<file path="src/hdl/kcl_pkg.sv">
package kcl_pkg;

  localparam int CODE_LEN_DEF = 4;
  localparam int DIGIT_W = 3;
  localparam int REG_W = 16;
  localparam int MASTER_DIGITS = 4;
  localparam int NIBBLE_W = 4;

  localparam logic [2:0] CMD_TICK = 3'd0;
  localparam logic [2:0] CMD_DIGIT = 3'd1;
  localparam logic [2:0] CMD_MOVE = 3'd2;
  localparam logic [2:0] CMD_CONFIRM = 3'd3;
  localparam logic [2:0] CMD_CHANGE = 3'd4;

  localparam logic [2:0] KEY_MIN = 3'd1;
  localparam logic [2:0] KEY_MAX = 3'd4;

  localparam logic [2:0] OUT_MATCH = 3'd0;
  localparam logic [2:0] OUT_MASTER = 3'd1;
  localparam logic [2:0] OUT_MISMATCH = 3'd2;
  localparam logic [2:0] OUT_SAVED = 3'd3;
  localparam logic [2:0] OUT_REJECTED = 3'd4;

  localparam logic [1:0] MODE_UNLOCK = 2'd0;
  localparam logic [1:0] MODE_FIRST = 2'd1;
  localparam logic [1:0] MODE_SECOND = 2'd2;

  localparam logic [1:0] REG_MASTER = 2'd0;
  localparam logic [1:0] REG_ENTRY_TO = 2'd1;
  localparam logic [1:0] REG_EDIT_TO = 2'd2;

  localparam logic [REG_W-1:0] MASTER_RESET = 16'h1144;
  localparam logic [REG_W-1:0] TIMEOUT_RESET = 16'hFFFF;

  typedef logic [DIGIT_W-1:0] digit_t;
  typedef logic [REG_W-1:0] reg_t;

  function automatic reg_t load_of(input reg_t value);
    return (value == '0) ? reg_t'(1) : value;
  endfunction

endpackage

</file>
<file path="src/hdl/keypad_code_lock_entry.sv">
// Channel  | Signals                      | Direction
// request  | in_valid, in_stall, cmd,     | into the block
//          | key_digit                    |
// result   | out_valid, out_stall,        | out of the block
//          | outcome, digits_entered      |
// config   | cfg_we, cfg_index, cfg_data  | into the block
// Each request is handled in the cycle it is accepted; its result is registered.
// A new request can be accepted every cycle; the limit is the two-entry result buffer.
// in_stall rises only when both result slots are full; it ignores out_stall.
// Synchronous reset on rst clears entry state and stored code; config gets defaults.
module keypad_code_lock_entry import kcl_pkg::*; #(
  parameter int CODE_LEN = CODE_LEN_DEF
) (
  input  logic                 clk,
  input  logic                 rst,
  input  logic                 in_valid,
  output logic                 in_stall,
  input  logic [2:0]           cmd,
  input  logic [2:0]           key_digit,
  output logic                 out_valid,
  input  logic                 out_stall,
  output logic [2:0]           outcome,
  output logic [2:0]           digits_entered,
  input  logic                 cfg_we,
  input  logic [1:0]           cfg_index,
  input  logic [REG_W-1:0]     cfg_data
);

  localparam int CW = $clog2(CODE_LEN + 1);
  localparam int PW = $clog2(CODE_LEN);

  reg_t master_code, entry_timeout, edit_timeout;

  logic [1:0]    entry_mode, entry_mode_next;
  logic          editing, editing_next;
  digit_t        entry_digits [CODE_LEN];
  digit_t        entry_digits_next [CODE_LEN];
  digit_t        stored_code [CODE_LEN];
  digit_t        stored_code_next [CODE_LEN];
  digit_t        first_entry [CODE_LEN];
  digit_t        first_entry_next [CODE_LEN];
  logic [CW-1:0] write_count, write_count_next;
  logic [PW-1:0] cursor, cursor_next;
  reg_t          entry_timer, entry_timer_next;
  reg_t          edit_timer, edit_timer_next;

  logic [NIBBLE_W-1:0] master_dig [CODE_LEN];

  logic          accept;
  logic          finish;
  logic [CW-1:0] fin_count;
  logic [CW-1:0] wc_inc;
  logic          same_stored, same_master, same_first;
  logic          res_valid;
  logic [2:0]    res_outcome;
  logic [2:0]    res_count;

  logic          skid_valid;
  logic [2:0]    skid_outcome, skid_count;
  logic          pop;

  assign accept = in_valid && !in_stall;
  assign in_stall = skid_valid;
  assign pop = out_valid && !out_stall;

  for (genvar g = 0; g < CODE_LEN; g++) begin : g_master
    if (g < MASTER_DIGITS) begin : g_nib
      assign master_dig[g] = master_code[(MASTER_DIGITS-1-g)*NIBBLE_W +: NIBBLE_W];
    end else begin : g_zero
      assign master_dig[g] = '0;
    end
  end

  always_ff @(posedge clk) begin
    if (rst) begin
      master_code <= MASTER_RESET;
      entry_timeout <= TIMEOUT_RESET;
      edit_timeout <= TIMEOUT_RESET;
    end else if (cfg_we) begin
      case (cfg_index)
        REG_MASTER: master_code <= cfg_data;
        REG_ENTRY_TO: entry_timeout <= cfg_data;
        REG_EDIT_TO: edit_timeout <= cfg_data;
        default: ;
      endcase
    end
  end

  always_comb begin
    entry_mode_next = entry_mode;
    editing_next = editing;
    write_count_next = write_count;
    cursor_next = cursor;
    entry_timer_next = entry_timer;
    edit_timer_next = edit_timer;
    entry_digits_next = entry_digits;
    stored_code_next = stored_code;
    first_entry_next = first_entry;
    finish = 1'b0;
    fin_count = write_count;
    wc_inc = write_count + CW'(1);
    res_valid = 1'b0;
    res_outcome = OUT_MATCH;
    same_stored = 1'b1;
    same_master = 1'b1;
    same_first = 1'b1;

    case (cmd)
      CMD_TICK: begin
        if (editing) begin
          if (edit_timer <= reg_t'(1)) begin
            editing_next = 1'b0;
          end else begin
            edit_timer_next = edit_timer - reg_t'(1);
          end
        end else if (entry_timer <= reg_t'(1)) begin
          finish = 1'b1;
        end else begin
          entry_timer_next = entry_timer - reg_t'(1);
        end
      end
      CMD_DIGIT: begin
        if (key_digit inside {[KEY_MIN:KEY_MAX]}) begin
          if (editing) begin
            if (CW'(cursor) < write_count) begin
              for (int i = 0; i < CODE_LEN; i++) begin
                if (PW'(i) == cursor) entry_digits_next[i] = key_digit;
              end
              edit_timer_next = load_of(edit_timeout);
            end
          end else begin
            for (int i = 0; i < CODE_LEN; i++) begin
              if (CW'(i) == write_count) entry_digits_next[i] = key_digit;
            end
            write_count_next = wc_inc;
            entry_timer_next = load_of(entry_timeout);
            if (wc_inc == CW'(CODE_LEN)) begin
              finish = 1'b1;
              fin_count = wc_inc;
            end else begin
              cursor_next = wc_inc[PW-1:0];
            end
          end
        end
      end
      CMD_MOVE: begin
        cursor_next = (cursor == PW'(CODE_LEN - 1)) ? '0 : cursor + PW'(1);
        editing_next = 1'b1;
        edit_timer_next = load_of(edit_timeout);
      end
      CMD_CONFIRM: begin
        if (editing) begin
          editing_next = 1'b0;
          cursor_next = write_count[PW-1:0];
        end else begin
          finish = 1'b1;
        end
      end
      CMD_CHANGE: begin
        entry_mode_next = MODE_FIRST;
        for (int i = 0; i < CODE_LEN; i++) begin
          first_entry_next[i] = '0;
          entry_digits_next[i] = '0;
        end
        write_count_next = '0;
        cursor_next = '0;
        editing_next = 1'b0;
        entry_timer_next = load_of(entry_timeout);
      end
      default: ;
    endcase

    for (int i = 0; i < CODE_LEN; i++) begin
      if (entry_digits_next[i] != stored_code[i]) same_stored = 1'b0;
      if ({1'b0, entry_digits_next[i]} != master_dig[i]) same_master = 1'b0;
      if (entry_digits_next[i] != first_entry[i]) same_first = 1'b0;
    end
    res_count = 3'(fin_count);

    if (finish) begin
      if (entry_mode == MODE_FIRST) begin
        first_entry_next = entry_digits_next;
        entry_mode_next = MODE_SECOND;
      end else if (entry_mode == MODE_SECOND) begin
        res_valid = 1'b1;
        if (same_first) begin
          stored_code_next = first_entry;
          res_outcome = OUT_SAVED;
        end else begin
          res_outcome = OUT_REJECTED;
        end
        entry_mode_next = MODE_UNLOCK;
      end else begin
        res_valid = 1'b1;
        res_outcome = same_stored ? OUT_MATCH : (same_master ? OUT_MASTER : OUT_MISMATCH);
        entry_mode_next = MODE_UNLOCK;
      end
      for (int i = 0; i < CODE_LEN; i++) begin
        entry_digits_next[i] = '0;
      end
      write_count_next = '0;
      cursor_next = '0;
      editing_next = 1'b0;
      entry_timer_next = load_of(entry_timeout);
    end
  end

  always_ff @(posedge clk) begin
    if (rst) begin
      entry_mode <= MODE_UNLOCK;
      editing <= 1'b0;
      write_count <= '0;
      cursor <= '0;
      entry_timer <= TIMEOUT_RESET;
      edit_timer <= TIMEOUT_RESET;
      for (int i = 0; i < CODE_LEN; i++) begin
        entry_digits[i] <= '0;
        stored_code[i] <= '0;
        first_entry[i] <= '0;
      end
    end else if (accept) begin
      entry_mode <= entry_mode_next;
      editing <= editing_next;
      write_count <= write_count_next;
      cursor <= cursor_next;
      entry_timer <= entry_timer_next;
      edit_timer <= edit_timer_next;
      entry_digits <= entry_digits_next;
      stored_code <= stored_code_next;
      first_entry <= first_entry_next;
    end
  end

  always_ff @(posedge clk) begin
    if (rst) begin
      out_valid <= 1'b0;
      skid_valid <= 1'b0;
    end else if (pop) begin
      if (skid_valid) begin
        outcome <= skid_outcome;
        digits_entered <= skid_count;
        skid_valid <= accept && res_valid;
        skid_outcome <= res_outcome;
        skid_count <= res_count;
      end else begin
        out_valid <= accept && res_valid;
        outcome <= res_outcome;
        digits_entered <= res_count;
      end
    end else if (!out_valid) begin
      out_valid <= accept && res_valid;
      outcome <= res_outcome;
      digits_entered <= res_count;
    end else if (accept && res_valid) begin
      skid_valid <= 1'b1;
      skid_outcome <= res_outcome;
      skid_count <= res_count;
    end
  end

  assert property (@(posedge clk) disable iff (rst) skid_valid |-> out_valid)
    else $error("Skid slot holds a result while the output slot is empty.");

  assert property (@(posedge clk) disable iff (rst) write_count < CW'(CODE_LEN))
    else $error("Write position reached the code length without finishing.");

  assert property (@(posedge clk) disable iff (rst)
    accept && cmd == CMD_CHANGE |=> entry_mode == MODE_FIRST && write_count == '0 && !editing)
    else $error("Begin change did not start a fresh first entry.");

endmodule

</file>
<file path="config.mk">
export PLATFORM = sky130hd
export DESIGN_NAME = keypad_code_lock_entry
export DESIGN_NICKNAME = d
export VERILOG_FILES = /design/src/hdl/kcl_pkg.sv /design/src/hdl/keypad_code_lock_entry.sv
export SDC_FILE = /design/constraint.sdc
export NUM_CORES = 1
export LEC_CHECK = 0
export ABC_AREA = 1
export ABC_CLOCK_PERIOD_IN_PS = 7370
export BUFFER_PORTS_ARGS = -buffer_cell sky130_fd_sc_hd__buf_2
export CAP_MARGIN = 15
export CORE_MARGIN = 5
export CORE_UTILIZATION = 55
export CTS_BUF_LIST = sky130_fd_sc_hd__clkbuf_4 sky130_fd_sc_hd__clkbuf_8 sky130_fd_sc_hd__clkbuf_16
export DETAILED_ROUTE_END_ITERATION = 7
export GPL_TIMING_DRIVEN = 0
export PLACE_DENSITY = 0.73
export SLEW_MARGIN = 10
export SYNTH_ARGS = -nofsm -noshare
export SYNTH_HDL_FRONTEND = slang
export SYNTH_SLANG_ARGS = --single-unit
</file>
<file path="constraint.sdc">
create_clock -name clk -period 7.37 [get_ports clk]
set_input_delay 2.211 -clock clk [delete_from_list [all_inputs] [get_ports clk]]
set_output_delay 2.211 -clock clk [all_outputs]
set_load 0.03 [all_outputs]
</file>
==> results_dict.tcl <==
set metrics [dict create \
    post_cts_resize_count 0 \
    fin_crit_sh_pct 58.6 \
    critPathCaptureType "flip-flop" \
    clock-sinks 138 \
    synth_compound_area_share_pct 15.0 \
    setup-violations-final 0 \
    fill_cells 1286 \
    report.final.slew_viol_count 0 \
    ctsHoldBuffers 0 \
    detail_route.iter0.violations 689 \
    holdPathEnd "master_code[10]" \
    route.detailed.vias_per_inst 5.47 \
    syn_area_um2 7690 \
    setup.worst_path.start_class "input pin" \
    slew_headroom_pct 40.5 \
    post-route-min-period_ns 4.32 \
    preCtsSetupSlack_ns 2.66 \
    critical_path.n_buffers_inverters 3 \
    share_of_cell_area_taken_by_muxes_after_synthesis_pct 0.293 \
    yosysTopAreaCellShare_pct 32.8 \
    fin_area_um2 8680 \
    hold_path_depth 2 \
    regArea_um2 2880 \
    gp_congestion 0.915 \
    ys_top_cells_by_area "dfxtp_1 33%, nand2_1 17%, inv_1 6.2%" \
    cts_inserted_buffers 17 \
    mappedNetlistNets 1187 \
    wl_per_cell_um 15.8 \
    n_antenna_cell 0 \
    critical_path.top_delay_family "compound AO/OA/AOI/OAI gates" \
    grt_remaining_overflow 0 \
    grt_util_all_layers_pct 27.6 \
    cp_data_required_time_ns 7.42 \
    start_util_pct 55.8 \
    worst_pin_slew_ns 0.887 \
    cts-root-to-sink-buffers 2 \
    postSynth.topFlopCell "dfxtp_1" \
    drive_gt1_share_pct 9.09 \
    critical-path-max-stage-delay_ns 0.73 \
    post_synth_fa_ha_maj_area_fraction_pct 2.44 \
    clock.fmax_mhz 232 \
    crit_arrival_ns 4.37 \
    critPathSlowestCell "a211oi_1" \
    htreeDepth 4 \
    critical_path_peak_fanout 9 \
    post-synth-top-area-cell "dfxtp_1" \
    wire_length_of_the_first_global_routing_pass_um 35700 \
    cts_tree "built" \
    yosys.area_share.xor_xnor_pct 2.73 \
    finalHoldViolCount 0 \
    core_area_um2 13800 \
    initial_antenna_violation_count 0 \
    ys.warnings.count 0 \
    detailed_place.area_um2 8090 \
    ir_drop_mv 0.185 \
    most-common-layout-cells "347 x nand2_1, 127 x inv_1, 126 x dfxtp_1" \
    reg2reg_depth 18 \
    hpwlAfterDp_um 16200 \
    floorplan.rows 43 \
    cap_viol_max_count 0 \
    boundaryPins 37 \
    fraction_of_synthesis_flops_using_an_asynchronous_set_or_reset_pin_pct 0 \
    worst_r2r_endpoint "outcome[1]" \
    syn_to_final_growth_pct 12.9 \
    setup_tns_ns 0 \
    r2r_slack_ns 4.22 \
    cp_cell_sequence "buf_2, inv_1, nand3_4, nor2_1, nand4_2, o21a_1, nand2_4, nand2_2, nor2_2, inv_1, a211oi_1" \
    yosys.area_share.simple_pct 32.9 \
    synth.lib_cells_used.distinct 48 \
    crit_type "in -> reg" \
    clockRootBuffer "clkbuf_16" \
    outcome "finished, final reports clean" \
    drt_pre_antenna_iters 5 \
    worstHoldStart "master_code[10]" \
    nNetsFinal 1241 \
    chipHeight_um 128 \
    layout_setup_ws_ns 3.05 \
    synth_enable_flop_cells 12 \
    regToRegStartpoint "write_count[1]" \
    grt_setup_unrepaired "no" \
    number_of_nets_with_antenna_violations_after_routing 0 \
    multi_input_area_um2 4100 \
    ys_seq_elements 138 \
    static-leakage-power_nw 4.10 \
    drt_drc_violations_left 0 \
    chipWidth_um 128 \
    clk_latency_ns 0.43 \
    port-buffer-count 35 \
    clkSlewWorstSetupHoldPaths_ns 0.06 \
    synth.yosys.seq_area_share_pct 37.5 \
    grt_start_max_net_pins 17 \
    layout.cells.most_common "nand2_1" \
    fin_worst_skew_ns 0.00667 \
    route.vias.total 7599 \
    combinational_family_with_the_most_area_after_synthesis "simple AND/OR/NAND/NOR gates" \
    postRouteWirelength_um 22000 \
    post-layout-total-power_mw 1.91 \
    final_util_pct 63.0 \
    min-delay-path-class "reg -> reg" \
    post-cts-setup-buffers 0 \
    floorplan.die_area_um2 16400 \
    critical-path-top-cell-by-count "inv_1" \
    power_per_cell_area_nw_per_um2 220 \
    syn_area_per_cell_um2 6.73 \
    synth_cells 1143 \
    first_global_vias 7038 \
]
## cells in the mapped netlist, types with 2 or more instances
cell and n:
a21boi_2 2, a21oi_1 55, buf_2 8, o221ai_1 3
nor3_1 16, ha_1 15, xnor2_1 8, o21ai_0 55
clkinv_1 2, edfxtp_1 12, o211ai_1 42, nor2_1 108
nand4_1 5, inv_2 9, a221oi_1 9, nand3_1 84
buf_6 2, inv_1 127, mux2_2 2, nand3b_1 6
a21boi_0 2, a211oi_1 5, dfxtp_1 126, clkbuf_1 31
nor4_1 13, nand3_2 2, nor2_2 4, a31oi_1 3
xor2_1 16, nand2_2 5, nand2_1 347, o21ai_1 3
## routing by layer
layer  routed length [um]  part of all wire (%)  track usage, %
met1                 9850                    45            37.3
met2                10100                    46            43.9
met3                 1490                   6.8            5.25
met4                  580                   2.6            10.1
met5                    0                     0               0
## through the flow
step,cells,hold slack (ns)
2_1_floorplan,1143,0.442
3_3_place_gp,1358,0.458
3_5_place_dp,1358,0.463
4_1_cts,1390,0.471
5_1_grt,1390,0.502
6_report,1390,0.479
## registers in the layout (all words and copies together) (netlist names), 12 cells and up
name / cells
edit_timeout: 16
edit_timer: 16
entry_digits: 12
entry_timeout: 16
entry_timer: 16
first_entry: 12
master_code: 16
stored_code: 12
## power by group
part | internal (mW) | total, mW | leakage (nW) | switching (mW)
Clock | 0.519 | 0.868 | 0.295 | 0.348
Combinational | 0.0700 | 0.224 | 2.66 | 0.154
Sequential | 0.789 | 0.816 | 1.14 | 0.0266
Total | 1.38 | 1.91 | 4.10 | 0.529
## worst register-to-register path, delay by kind of cell, from the launching register on
family / cells / cell delay, ns
AO/OA/AOI/OAI: 2 / 0.34
flip-flops: 1 / 0.41
buffers and inverters: 2 / 0.19
AND/OR/NAND/NOR: 13 / 1.75
adder cells (fa/ha/maj): 1 / 0.30
## cells by family (layout without fill, tap and decap cells)
logic type / Yosys count / after routing
multiplexers: 2 / 2
AO/OA/AOI/OAI: 187 / 187
XOR/XNOR: 24 / 24
adder cells (fa/ha/maj): 15 / 15
buffers and inverters: 180 / 247
flip-flops: 138 / 138
AND/OR/NAND/NOR: 597 / 597
## worst max-delay path by stage
stage            from               to  slack (ns)  depth (start not counted)
2_1_floorplan  cmd[2]    skid_count[0]        3.23                         10
3_3_place_gp   cmd[2]    skid_count[1]        2.67                         11
3_5_place_dp   cmd[2]    skid_count[1]        2.66                         11
4_1_cts        cmd[2]    skid_count[0]        3.09                         11
5_1_grt        cmd[2]    skid_count[0]        2.83                         11
6_report       cmd[2]  skid_outcome[0]        3.05                         11
## final cells by class
cell class,count,share of cell area (%)
clock buffer,19,5.22
tap,180,2.59
buffer,42,2.15
timing repair buffer,35,2.02
clock inverter,13,1.61
inverter,138,5.97
multi-input combinational,825,47.2
sequential,138,33.2
Note: power is estimated with default switching activity, not from simulation.
